--- config.mk ---
export PLATFORM = sky130hd
export DESIGN_NAME = flux_sync_pattern_search
export DESIGN_NICKNAME = d
export VERILOG_FILES = /design/src/fsps_pkg.sv /design/src/flux_sync_pattern_search.sv
export SDC_FILE = /design/constraint.sdc
export NUM_CORES = 2
export LEC_CHECK = 0
export ABC_AREA = 1
export BUFFER_PORTS_ARGS = -buffer_cell sky130_fd_sc_hd__clkbuf_2
export CAP_MARGIN = 0
export CORE_UTILIZATION = 35
export CTS_CLUSTER_DIAMETER = 50
export DETAILED_ROUTE_END_ITERATION = 12
export GPL_TIMING_DRIVEN = 0
export HOLD_SLACK_MARGIN = 0.06
export PLACE_DENSITY = 0.59
export SYNTH_ARGS = -nofsm -noshare
export SYNTH_HDL_FRONTEND = slang
export SYNTH_SLANG_ARGS = --single-unit
--- constraint.sdc ---
create_clock -name clk -period 17.4 [get_ports clk]
set_clock_uncertainty 0.15 [all_clocks]
set_input_delay 0 -clock clk [delete_from_list [all_inputs] [get_ports clk]]
set_output_delay 0 -clock clk [all_outputs]
set_load 0.02 [all_outputs]
--- src/fsps_pkg.sv ---
`default_nettype none
package fsps_pkg;

    localparam int DEF_MAX_CELLS   = 8;
    localparam int DEF_VALUE_WIDTH = 32;
    localparam int MIN_PATTERN     = 3;
    localparam logic [15:0] DEFAULT_TOL = 16'd16384;

    localparam int CFG_IDX_W = 3;
    localparam logic [CFG_IDX_W-1:0] CFG_PATTERN_CELLS = 3'd0;
    localparam logic [CFG_IDX_W-1:0] CFG_PATTERN_LEN   = 3'd1;
    localparam logic [CFG_IDX_W-1:0] CFG_TOLERANCE     = 3'd2;
    localparam logic [CFG_IDX_W-1:0] CFG_CUMULATIVE    = 3'd3;
    localparam logic [CFG_IDX_W-1:0] CFG_MAX_HITS      = 3'd4;

    typedef struct packed {
        logic [31:0] flux_value;
        logic        start_of_buffer;
    } in_item_t;

    typedef struct packed {
        logic [31:0] hit_index;
        logic [39:0] cell_period;
        logic [15:0] max_deviation;
    } out_item_t;

endpackage
`default_nettype wire

--- src/flux_sync_pattern_search.sv ---
// Sequence for a tested window: S_SUM adds the window cells, S_TOLM and S_TOLW form the tolerance
// product, S_MULA/S_MULB/S_DIFF/S_CMP check each cell, S_DIVC and S_DIVE divide, S_DONE emits.
// Throughput: one request at a time; in_stall stays high while a window is tested and
// while a finished hit waits for a stalled result to leave.
// One shared multiplier (SD_W by 16 bits) and a bit-serial restoring divider do the arithmetic.
// rst_n (async, active low) restores register defaults and empties the window.
`default_nettype none
module flux_sync_pattern_search
    import fsps_pkg::*;
#(
    parameter int MAX_CELLS   = DEF_MAX_CELLS,
    parameter int VALUE_WIDTH = DEF_VALUE_WIDTH
)(
    input  wire logic                 clk,
    input  wire logic                 rst_n,
    input  wire logic                 in_valid,
    output logic                      in_stall,
    input  wire in_item_t             in_data,
    output logic                      out_valid,
    input  wire logic                 out_stall,
    output out_item_t                 out_data,
    input  wire logic                 cfg_we,
    input  wire logic [CFG_IDX_W-1:0] cfg_index,
    input  wire logic [63:0]          cfg_data
);

    localparam int VW    = VALUE_WIDTH;
    localparam int IDX_W = $clog2(MAX_CELLS);
    localparam int FIL_W = $clog2(MAX_CELLS + 1);
    localparam int SD_W  = VW + IDX_W;
    localparam int SK_W  = 8 + IDX_W;
    localparam int P_W   = SD_W + 16;
    localparam int Q_W   = SD_W + 8;
    localparam int CNT_W = $clog2(Q_W + 1);

    typedef enum logic [3:0] {
        S_IDLE, S_SUM, S_TOLM, S_TOLW, S_MULA, S_MULB, S_DIFF, S_CMP,
        S_DIVC, S_DIVE, S_DONE
    } state_t;

    // configuration
    logic [63:0] cells_reg;
    logic [3:0]  len_reg;
    logic [15:0] tol_reg;
    logic        cum_reg;
    logic [15:0] max_hits_reg;

    // block state
    state_t            state_reg;
    logic [VW-1:0]     prev_reg;
    logic [VW-1:0]     win_reg [MAX_CELLS];
    logic [FIL_W-1:0]  fill_reg;
    logic [31:0]       item_idx_reg;
    logic [15:0]       hits_reg;
    logic [31:0]       cur_reg;

    // datapath
    logic [IDX_W-1:0]  idx_reg;
    logic [SD_W-1:0]   sum_d_reg;
    logic [SK_W-1:0]   sum_k_reg;
    logic [P_W-1:0]    prod_reg;
    logic [P_W-1:0]    tol_prod_reg;
    logic [P_W-1:0]    a_reg;
    logic [P_W-1:0]    num_reg;
    logic [P_W-1:0]    worst_reg;
    logic [39:0]       clock_reg;
    logic [15:0]       err_reg;

    // divider
    logic [SD_W-1:0]   rem_reg;
    logic [Q_W-1:0]    dvd_reg;
    logic [Q_W-1:0]    quo_reg;
    logic [SD_W-1:0]   dsr_reg;
    logic [CNT_W-1:0]  cnt_reg;

    logic              out_valid_reg;
    out_item_t         out_data_reg;

    // input side
    logic              accept;
    logic [VW-1:0]     v;
    logic [VW-1:0]     prev_eff;
    logic [VW-1:0]     d;
    logic [FIL_W-1:0]  fill_eff;
    logic [FIL_W-1:0]  fill_new;
    logic [15:0]       hits_eff;
    logic [31:0]       cur;
    logic              len_ok;
    logic              test_go;

    logic [FIL_W-1:0]  base;
    logic [IDX_W-1:0]  rd_idx;
    logic [VW-1:0]     win_rd;
    logic [7:0]        k_i;
    logic [IDX_W-1:0]  last_idx;
    logic [15:0]       tol_eff;

    logic [SD_W-1:0]   mul_x;
    logic [15:0]       mul_y;

    logic [SD_W:0]     rem_sh;
    logic              q_bit;
    logic [SD_W-1:0]   rem_step;
    logic [Q_W-1:0]    quo_step;
    logic [63:0]       q64;
    logic [P_W+15:0]   num_sh;
    logic              out_free;

    assign in_stall  = (state_reg != S_IDLE);
    assign accept    = in_valid && !in_stall;
    assign out_valid = out_valid_reg;
    assign out_data  = out_data_reg;
    assign out_free  = !out_valid_reg || !out_stall;

    always_comb
    begin
        v        = in_data.flux_value[VW-1:0];
        prev_eff = in_data.start_of_buffer ? '0 : prev_reg;
        if (cum_reg)
            d = (v > prev_eff) ? v - prev_eff : '0;
        else
            d = v;
        fill_eff = in_data.start_of_buffer ? '0 : fill_reg;
        fill_new = (fill_eff >= FIL_W'(MAX_CELLS)) ? FIL_W'(MAX_CELLS) : fill_eff + 1'b1;
        hits_eff = in_data.start_of_buffer ? '0 : hits_reg;
        cur      = in_data.start_of_buffer ? '0 : item_idx_reg;
        len_ok   = (len_reg >= 4'(MIN_PATTERN)) && ({28'd0, len_reg} <= 32'(MAX_CELLS));
        test_go  = len_ok && ({28'd0, len_reg} <= 32'(fill_new)) && (hits_eff < max_hits_reg);
    end

    always_comb
    begin
        base     = fill_reg - FIL_W'(len_reg);
        rd_idx   = IDX_W'(base + FIL_W'(idx_reg));
        win_rd   = win_reg[rd_idx];
        k_i      = cells_reg[8*idx_reg +: 8];
        last_idx = IDX_W'(len_reg - 4'd1);
        tol_eff  = (tol_reg == '0) ? DEFAULT_TOL : tol_reg;
    end

    // shared multiplier operand select
    always_comb
    begin
        case (state_reg)
            S_TOLM:
            begin
                mul_x = sum_d_reg;
                mul_y = tol_eff;
            end
            S_MULA:
            begin
                mul_x = SD_W'(win_rd);
                mul_y = 16'(sum_k_reg);
            end
            S_MULB:
            begin
                mul_x = sum_d_reg;
                mul_y = 16'(k_i);
            end
            default:
            begin
                mul_x = '0;
                mul_y = '0;
            end
        endcase
    end

    // one restoring-division step
    always_comb
    begin
        rem_sh   = {rem_reg, dvd_reg[Q_W-1]};
        q_bit    = (rem_sh >= {1'b0, dsr_reg});
        rem_step = q_bit ? SD_W'(rem_sh - {1'b0, dsr_reg}) : rem_sh[SD_W-1:0];
        quo_step = {quo_reg[Q_W-2:0], q_bit};
        q64      = 64'(quo_step);
        num_sh   = {num_reg, 16'd0};
    end

    always_ff @(posedge clk)
    begin
        prod_reg <= P_W'(mul_x * mul_y);
        if (accept)
        begin
            if (fill_eff >= FIL_W'(MAX_CELLS))
            begin
                for (int i = 1; i < MAX_CELLS; i++)
                    win_reg[i-1] <= win_reg[i];
                win_reg[MAX_CELLS-1] <= d;
            end
            else
            begin
                win_reg[IDX_W'(fill_eff)] <= d;
            end
        end
    end

    always_ff @(posedge clk or negedge rst_n)
    begin
        if (!rst_n)
        begin
            cells_reg     <= '0;
            len_reg       <= 4'd3;
            tol_reg       <= DEFAULT_TOL;
            cum_reg       <= 1'b0;
            max_hits_reg  <= 16'hFFFF;
            state_reg     <= S_IDLE;
            prev_reg      <= '0;
            fill_reg      <= '0;
            item_idx_reg  <= '0;
            hits_reg      <= '0;
            out_valid_reg <= 1'b0;
        end
        else
        begin
            if (cfg_we)
            begin
                case (cfg_index)
                    CFG_PATTERN_CELLS: cells_reg    <= cfg_data;
                    CFG_PATTERN_LEN:   len_reg      <= cfg_data[3:0];
                    CFG_TOLERANCE:     tol_reg      <= cfg_data[15:0];
                    CFG_CUMULATIVE:    cum_reg      <= cfg_data[0];
                    CFG_MAX_HITS:      max_hits_reg <= cfg_data[15:0];
                    default: ;
                endcase
            end

            if (state_reg == S_DONE && out_free)
                out_valid_reg <= 1'b1;
            else if (out_valid_reg && !out_stall)
                out_valid_reg <= 1'b0;

            case (state_reg)
                S_IDLE:
                begin
                    if (accept)
                    begin
                        prev_reg     <= v;
                        fill_reg     <= fill_new;
                        item_idx_reg <= cur + 32'd1;
                        hits_reg     <= hits_eff;
                        cur_reg      <= cur;
                        idx_reg      <= '0;
                        sum_d_reg    <= '0;
                        sum_k_reg    <= '0;
                        state_reg    <= test_go ? S_SUM : S_IDLE;
                    end
                end
                S_SUM:
                begin
                    sum_d_reg <= sum_d_reg + SD_W'(win_rd);
                    sum_k_reg <= sum_k_reg + SK_W'(k_i);
                    idx_reg   <= idx_reg + 1'b1;
                    if (idx_reg == last_idx)
                        state_reg <= S_TOLM;
                end
                S_TOLM:
                begin
                    // zero cell sum or zero interval sum: no hit
                    if (sum_d_reg == '0 || sum_k_reg == '0)
                        state_reg <= S_IDLE;
                    else
                        state_reg <= S_TOLW;
                end
                S_TOLW:
                begin
                    tol_prod_reg <= prod_reg;
                    idx_reg      <= '0;
                    worst_reg    <= '0;
                    state_reg    <= S_MULA;
                end
                S_MULA:
                begin
                    state_reg <= S_MULB;
                end
                S_MULB:
                begin
                    a_reg     <= prod_reg;
                    state_reg <= S_DIFF;
                end
                S_DIFF:
                begin
                    num_reg   <= (a_reg > prod_reg) ? a_reg - prod_reg : prod_reg - a_reg;
                    state_reg <= S_CMP;
                end
                S_CMP:
                begin
                    if (num_sh > (P_W+16)'(tol_prod_reg))
                    begin
                        state_reg <= S_IDLE;
                    end
                    else
                    begin
                        if (num_reg > worst_reg)
                            worst_reg <= num_reg;
                        if (idx_reg == last_idx)
                        begin
                            rem_reg   <= '0;
                            dvd_reg   <= {sum_d_reg, 8'd0};
                            quo_reg   <= '0;
                            dsr_reg   <= SD_W'(sum_k_reg);
                            cnt_reg   <= CNT_W'(Q_W);
                            state_reg <= S_DIVC;
                        end
                        else
                        begin
                            idx_reg   <= idx_reg + 1'b1;
                            state_reg <= S_MULA;
                        end
                    end
                end
                S_DIVC:
                begin
                    if (cnt_reg == CNT_W'(1))
                    begin
                        clock_reg <= (q64 > 64'hFF_FFFF_FFFF) ? '1 : q64[39:0];
                        // worst < sum_d, so the error quotient fits 16 bits
                        rem_reg   <= SD_W'(worst_reg);
                        dvd_reg   <= '0;
                        quo_reg   <= '0;
                        dsr_reg   <= sum_d_reg;
                        cnt_reg   <= CNT_W'(16);
                        state_reg <= S_DIVE;
                    end
                    else
                    begin
                        rem_reg <= rem_step;
                        dvd_reg <= {dvd_reg[Q_W-2:0], 1'b0};
                        quo_reg <= quo_step;
                        cnt_reg <= cnt_reg - 1'b1;
                    end
                end
                S_DIVE:
                begin
                    rem_reg <= rem_step;
                    dvd_reg <= {dvd_reg[Q_W-2:0], 1'b0};
                    quo_reg <= quo_step;
                    cnt_reg <= cnt_reg - 1'b1;
                    if (cnt_reg == CNT_W'(1))
                    begin
                        err_reg   <= (q64 > 64'hFFFF) ? 16'hFFFF : q64[15:0];
                        state_reg <= S_DONE;
                    end
                end
                S_DONE:
                begin
                    // result register only changes once the previous hit has left
                    if (out_free)
                    begin
                        out_data_reg.hit_index     <= cur_reg - 32'(len_reg - 4'd1);
                        out_data_reg.cell_period   <= clock_reg;
                        out_data_reg.max_deviation <= err_reg;
                        fill_reg                   <= '0;
                        hits_reg                   <= hits_reg + 16'd1;
                        state_reg                  <= S_IDLE;
                    end
                end
                default:
                begin
                    state_reg <= S_IDLE;
                end
            endcase
        end
    end

endmodule
`default_nettype wire

---- After elaboration in Yosys (flattened, before gate mapping) ----
Memory sizes are Yosys's and may differ from the RTL's.
Cells that the tools add are included.
storage, ports and cells
  input bits .............................. 105
  memories ................................ 1
  flip-flop bits (word level) ............. 831
  RAM bits ................................ 256
  output and inout bits ................... 90
  logic and storage cells ................. 201
cells by class
  $add $sub $neg .......................... 16
  multiply operators ...................... 1
  reduce and logical (&&, ||, !) cells .... 46
  order comparisons ....................... 12
  mux-type cells .......................... 69
  shift-type cells ........................ 1
  eq/ne operators ......................... 25
memories
  memory   words  bits a word  rd ports  clocked after memory_dff  write ports  RTL line                        source
  win_reg  8      32           8         0                         8            flux_sync_pattern_search.sv:51  logic [VW-1:0] win_reg [MAX_CELLS];
operators with widths
  kind                                                                               number
  35-bit 2-to-1 mux                                                                  8
  35-bit case mux with 2 select lines                                                3
  32-bit 2-to-1 mux                                                                  5
  51-bit 2-to-1 mux                                                                  3
  43-bit 2-to-1 mux                                                                  3
  43-bit case mux with 3 select lines                                                1
  42-bit 2-to-1 mux                                                                  3
  42-bit case mux with 3 select lines                                                1
  35-bit case mux with 3 select lines                                                1
  51-bit greater-than comparator                                                     2
  51-bit case mux with 2 select lines                                                1
  51-bit subtractor                                                                  2
  67-bit by 51-bit greater-than comparator with 1-bit output                         1
  16-bit 2-to-1 mux                                                                  4
  64-bit by 7-bit variable part select with 8-bit output                             1
  32-bit subtractor                                                                  2
  35-bit by 16-bit multiplier with 51-bit output                                     1
  16-bit case mux with 3 select lines                                                1
  4-bit case mux with 11 select lines                                                1
  43-bit by 16-bit greater-than comparator with 1-bit output, second input constant  1
  43-bit by 40-bit greater-than comparator with 1-bit output, second input constant  1
  4-bit 2-to-1 mux                                                                   10
  36-bit by 35-bit greater-or-equal comparator with 1-bit output                     1
  35-bit by 32-bit adder with 35-bit output                                          1
  54 further kinds                                                                   112

---- Longest topological paths before layout ----
  depth after elaboration ................. 9
  mapped depth ............................ 44
  gate-level depth less buffers ........... 41

---- Least setup slack after synthesis ----
OpenSTA, ideal clock, no wires.
  path type ............................... register to register
  from .................................... register idx_reg[1]
  to ...................................... register prod_reg[23]
  path buffers ............................ 4
  data required time ...................... 17.130 ns
  library setup time ...................... 0.120 ns
  slack ................................... 9.359 ns
  arrival ................................. 7.771 ns
  stages on the path, launching flop included .. 36
  period minus slack after synthesis ...... 8.041 ns
  cells stage by stage .................... edfxtp_1 -> clkbuf_1 -> inv_1 -> buf_2 -> fa_1 -> fa_1 -> buf_2 -> inv_2 -> buf_1 -> a21oi_1 -> o21ai_0 -> o21ai_0 -> inv_1 -> o211ai_1 -> nand2_2 -> inv_1 -> nor2_1 -> fa_1 -> inv_1 -> fa_1 -> fa_1 -> inv_1 -> fa_1 -> fa_1 -> inv_1 -> fa_1 -> inv_1 -> ha_1 -> a21oi_1 -> nor2_1 -> nor2_1 -> a21boi_0 -> o21ai_0 -> nand2_1 -> nand2_1 -> xor2_1
on the way
  cells in the longest elaborated chain, start to end .. 4
  elaborated cells between the ends (all ways) .. 6
  those cells by class .................... add/sub: 1; mul: 1; shift: 1; mux: 2; memory: 1
ends and longest elaborated chain
  what                                                RTL line                         source
  from (decl)                                         flux_sync_pattern_search.sv:58   logic [IDX_W-1:0] idx_reg;
  from (signal assigned)                              flux_sync_pattern_search.sv:252  idx_reg <= idx_reg + 1'b1;
  from (signal assigned)                              flux_sync_pattern_search.sv:306  idx_reg <= idx_reg + 1'b1;
  3-bit adder                                         flux_sync_pattern_search.sv:134  rd_idx = IDX_W'(base + FIL_W'(idx_reg));
  memory read 8 x 32 bit                              -
  35-bit case mux with 2 select lines                 flux_sync_pattern_search.sv:144  case (state_reg)
  35-bit by 16-bit multiplier with 51-bit output (*)  flux_sync_pattern_search.sv:181  prod_reg <= P_W'(mul_x * mul_y);
  to (signal assigned)                                flux_sync_pattern_search.sv:181
  to (decl)                                           flux_sync_pattern_search.sv:61   logic [P_W-1:0] prod_reg;
Mark *: on every way between the ends. The rest lies on a longest branch, timed or not.
A chain may end at the register's enable or synchronous reset.

---- Worst setup path after layout ----
  from .................................... register idx_reg[0]
  to ...................................... register prod_reg[23]
Same word-level chain as after synthesis.

==> results.md <==
- Status: complete, no violations
- Syn Inst Count: roughly 11000
- Tmin final: 11.54 ns
- Root buf cell: clkbuf_16
- Crit Reg-Reg Endpoint: prod_reg[23]
- Slew @ Worst Pin: between 1 and 1.5 ns
- Core area: between 200000 and 250000 um^2
- EDFF count, synth: 838
- Final ANT Viol Nets: 0
- CTS Sinks: about 1100
- Via count: 73000
- Syn avg cell area: around 8 um^2
- Die H: between 400 and 500 um
- Area of the mapped netlist: between 80000 and 90000 um^2
- Final worst path period share: approximately two thirds
- Worst setup EP type: register
- Commonest non-fill, non-tap cell in the layout: nand2_1
- MaxCap Viol Count: 0
- Pwr/cell area: between 80 and 90 nW/um^2
- Worst hold start: in_data[16]
- DR pass1 iterations: 9
- Reg clk slew, reported paths: roughly 0.060 ns
- Row count: ~180
- RSZ-0062 raised after global routing: false
- Final Net Count: around 12000
- Fraction of layout cells with a size suffix above 1: under 10%
- Multi-input logic area: about 45000 um^2
- Setup tns final: 0 ns
- I/O pin total: around 200
- Largest net degree at the start of global routing: between 100 and 150
- Asr flop ratio synth: 17.6%
- CP arrival: 12.09 ns
- Gr usage total: a little under a quarter
- GP Congestion: ~0.99
- Max Slew Vio Count: 0
- H-tree depth: 4
- Max FFs per register: 256
- Initial Utilization: around a third
- Crit path buf inv count: 11
- Final instance area: 97500 um^2
- Vias per cell: between 5 and 6
- Min-Delay Path Class: input pin to register
- Port Buffers: ~190
- # resized after CTS: 0
- Worst path max stage delay: 0.97 ns
- Critical path class: register to register
- Max VDD drop: about 0.094 mV
- Family with the most delay on the worst path: adder cells
- Post-synthesis register bit count: between 1000 and 1500
- Worst r2r src: idx_reg[0]
- Number of global-route vias before repair: about 70000
- R2R cell count: 35
- Final core utilization: 40.9%
- Final hold violations: 0
- Cell total after placement: roughly 14000
- DRC: 0
- Die W: 493 um
- Fillers: 24500
- First-pass GRT wire length: around 430 mm
- CP max-delay cell: o21ai_0
- Full die area: roughly 240000 um^2
- Placed cell area: about 90000 um^2
- Skew-Pair Late Insertion Delay: about 0.86 ns
- Maximum root-to-sink buffer count: 3
- Wire per inst: roughly 20 um
- Initial antenna violation count: 10
- FF-to-FF setup slack: approximately 6 ns
- 1st-iter DRT viols: roughly 7000
- Required @ worst endpoint: 17.95 ns
- Commonest cells after routing, fill and taps aside: 3297 x nand2_1, 1826 x inv_1, 852 x nor2_1, 838 x edfxtp_1, 596 x a21oi_1
- Leak Pwr: ~45 nW
- Yosys Warn Count: 0
- Final WS setup: about 5.9 ns
- Max Freq: a little under 0.09 GHz
- Final setup fails: 0
- Worst Setup Start Kind: register
- HPWL Detailed: between 200 and 250 mm
- Pre-CTS setup slack: about 6.2 ns
- Layout area overhead: 15.7%
- Final std cells w/o fill: between 10000 and 15000
- Relative slew slack: 11.3%
- Global route total overflow: 0
- Synth cell types: 63
- Sequential share of the synthesized area: between 30% and 40%
- Hold path endpoint: win_reg[7][15]
- TritonCTS buffer count: ~150
- Register area: around 31000 um^2
- Final WL: between 200 and 300 mm
- Crit Path Max Fanout: 10
- Hold Path Depth: 4
- Prevailing post-synth register cell: edfxtp_1
- TritonCTS clock tree: yes
- Synthesized Nets: between 10000 and 15000
worst max-delay path by stage:
stage | startpoint | depth (start not counted) | end
2_1_floorplan | idx_reg[1] | 35 | prod_reg[23]
6_report | idx_reg[0] | 35 | prod_reg[23]
3_3_place_gp | rst_n | 3 | out_data[1]
4_1_cts | idx_reg[0] | 34 | prod_reg[23]
5_1_grt | idx_reg[0] | 35 | prod_reg[23]
3_5_place_dp | idx_reg[0] | 34 | prod_reg[23]
metal layers:
| layer | up-vias | share of wire, % | GRT usage [%] |
|---|---|---|---|
| li1 | 34900 | - | - |
| met1 | 35000 | 44 | 32.2 |
| met2 | 2673 | 45 | 37.7 |
| met3 | 457 | 7.1 | 3.37 |
| met4 | 8 | 3.7 | 8.27 |
| met5 | - | 0.020 | 0 |
final cells by class:
class | count | area share (%)
buffer | 285 | 1.47
sequential | 1079 | 31.8
antenna | 6 | 0.0154
timing repair buffer | 470 | 4.07
clock inverter | 96 | 1.21
clock buffer | 185 | 4.11
tap | 3167 | 4.06
inverter | 1868 | 7.20
multi-input combinational | 7387 | 46.1
repair_timing:
item | CTS | global route
endpoints found under the hold margin | 669 | 0
hold buffers | 244 | 0
setup buffers | 0 | 0
through the flow:
step                      hold WS [ns]  total power [mW]
after floorplan                 -0.446              4.71
after global placement          0.0850              5.52
after detailed placement       -0.0379              5.53
after CTS                       0.0635              8.72
after global routing             0.107              9.14
final                            0.106              8.73
cell usage after synthesis, drive strengths merged (5+ instances only):
master	instances	share of area (%)
a31oi	13	0.097
and2	5	0.037
nand4	101	0.75
o21a	40	0.36
fa	469	11
mux2	110	1.5
nor2	874	4.0
o21ai	539	3.2
a21boi	11	0.098
nand3	331	2.0
nand3b	38	0.34
dfrtp	171	5.1
ha	477	7.1
inv	1867	8.3
nor3	91	0.64
xor2	124	1.3
dfxtp	51	1.2
dfstp	19	0.59
o221ai	11	0.11
edfxtp	838	30
o211ai	16	0.14
a21oi	599	3.6
nand2	3328	15
a21o	24	0.21
nor4	22	0.16
buf	168	1.2
clkbuf	117	0.55
xnor2	73	0.76
o21bai	43	0.39
o22ai	22	0.24
worst reg2reg max path: cells and delay by family (launching register included):
family	cells	cell delay, ns
AOI/OAI and AO/OA	8	2.96
xor gates and xnor gates	1	0.13
adders and majority gates	10	4.41
buffers and inverters	11	2.33
DFF	1	0.50
and+or+nand+nor	5	0.91
report_power, final:
part | leakage (nW) | internal (mW) | switching, mW
clock network | 2.48 | 1.79 | 1.34
logic | 32.6 | 0.797 | 1.74
registers | 10.3 | 2.97 | 0.0831
total | 45.3 | 5.56 | 3.17
cells by family after synthesis:
kind of cell             Yosys count  share of synthesized area [%]
flip-flops                      1079                           36.7
adder cells (fa/ha/maj)          946                           18.2
AO/OA/AOI/OAI                   1327                           8.55
XOR/XNOR                         197                           2.05
buffers and inverters           2153                           10.0
AND/OR/NAND/NOR                 4803                           22.9
multiplexers                     114                           1.52
Power figures use the tool's default switching activity.
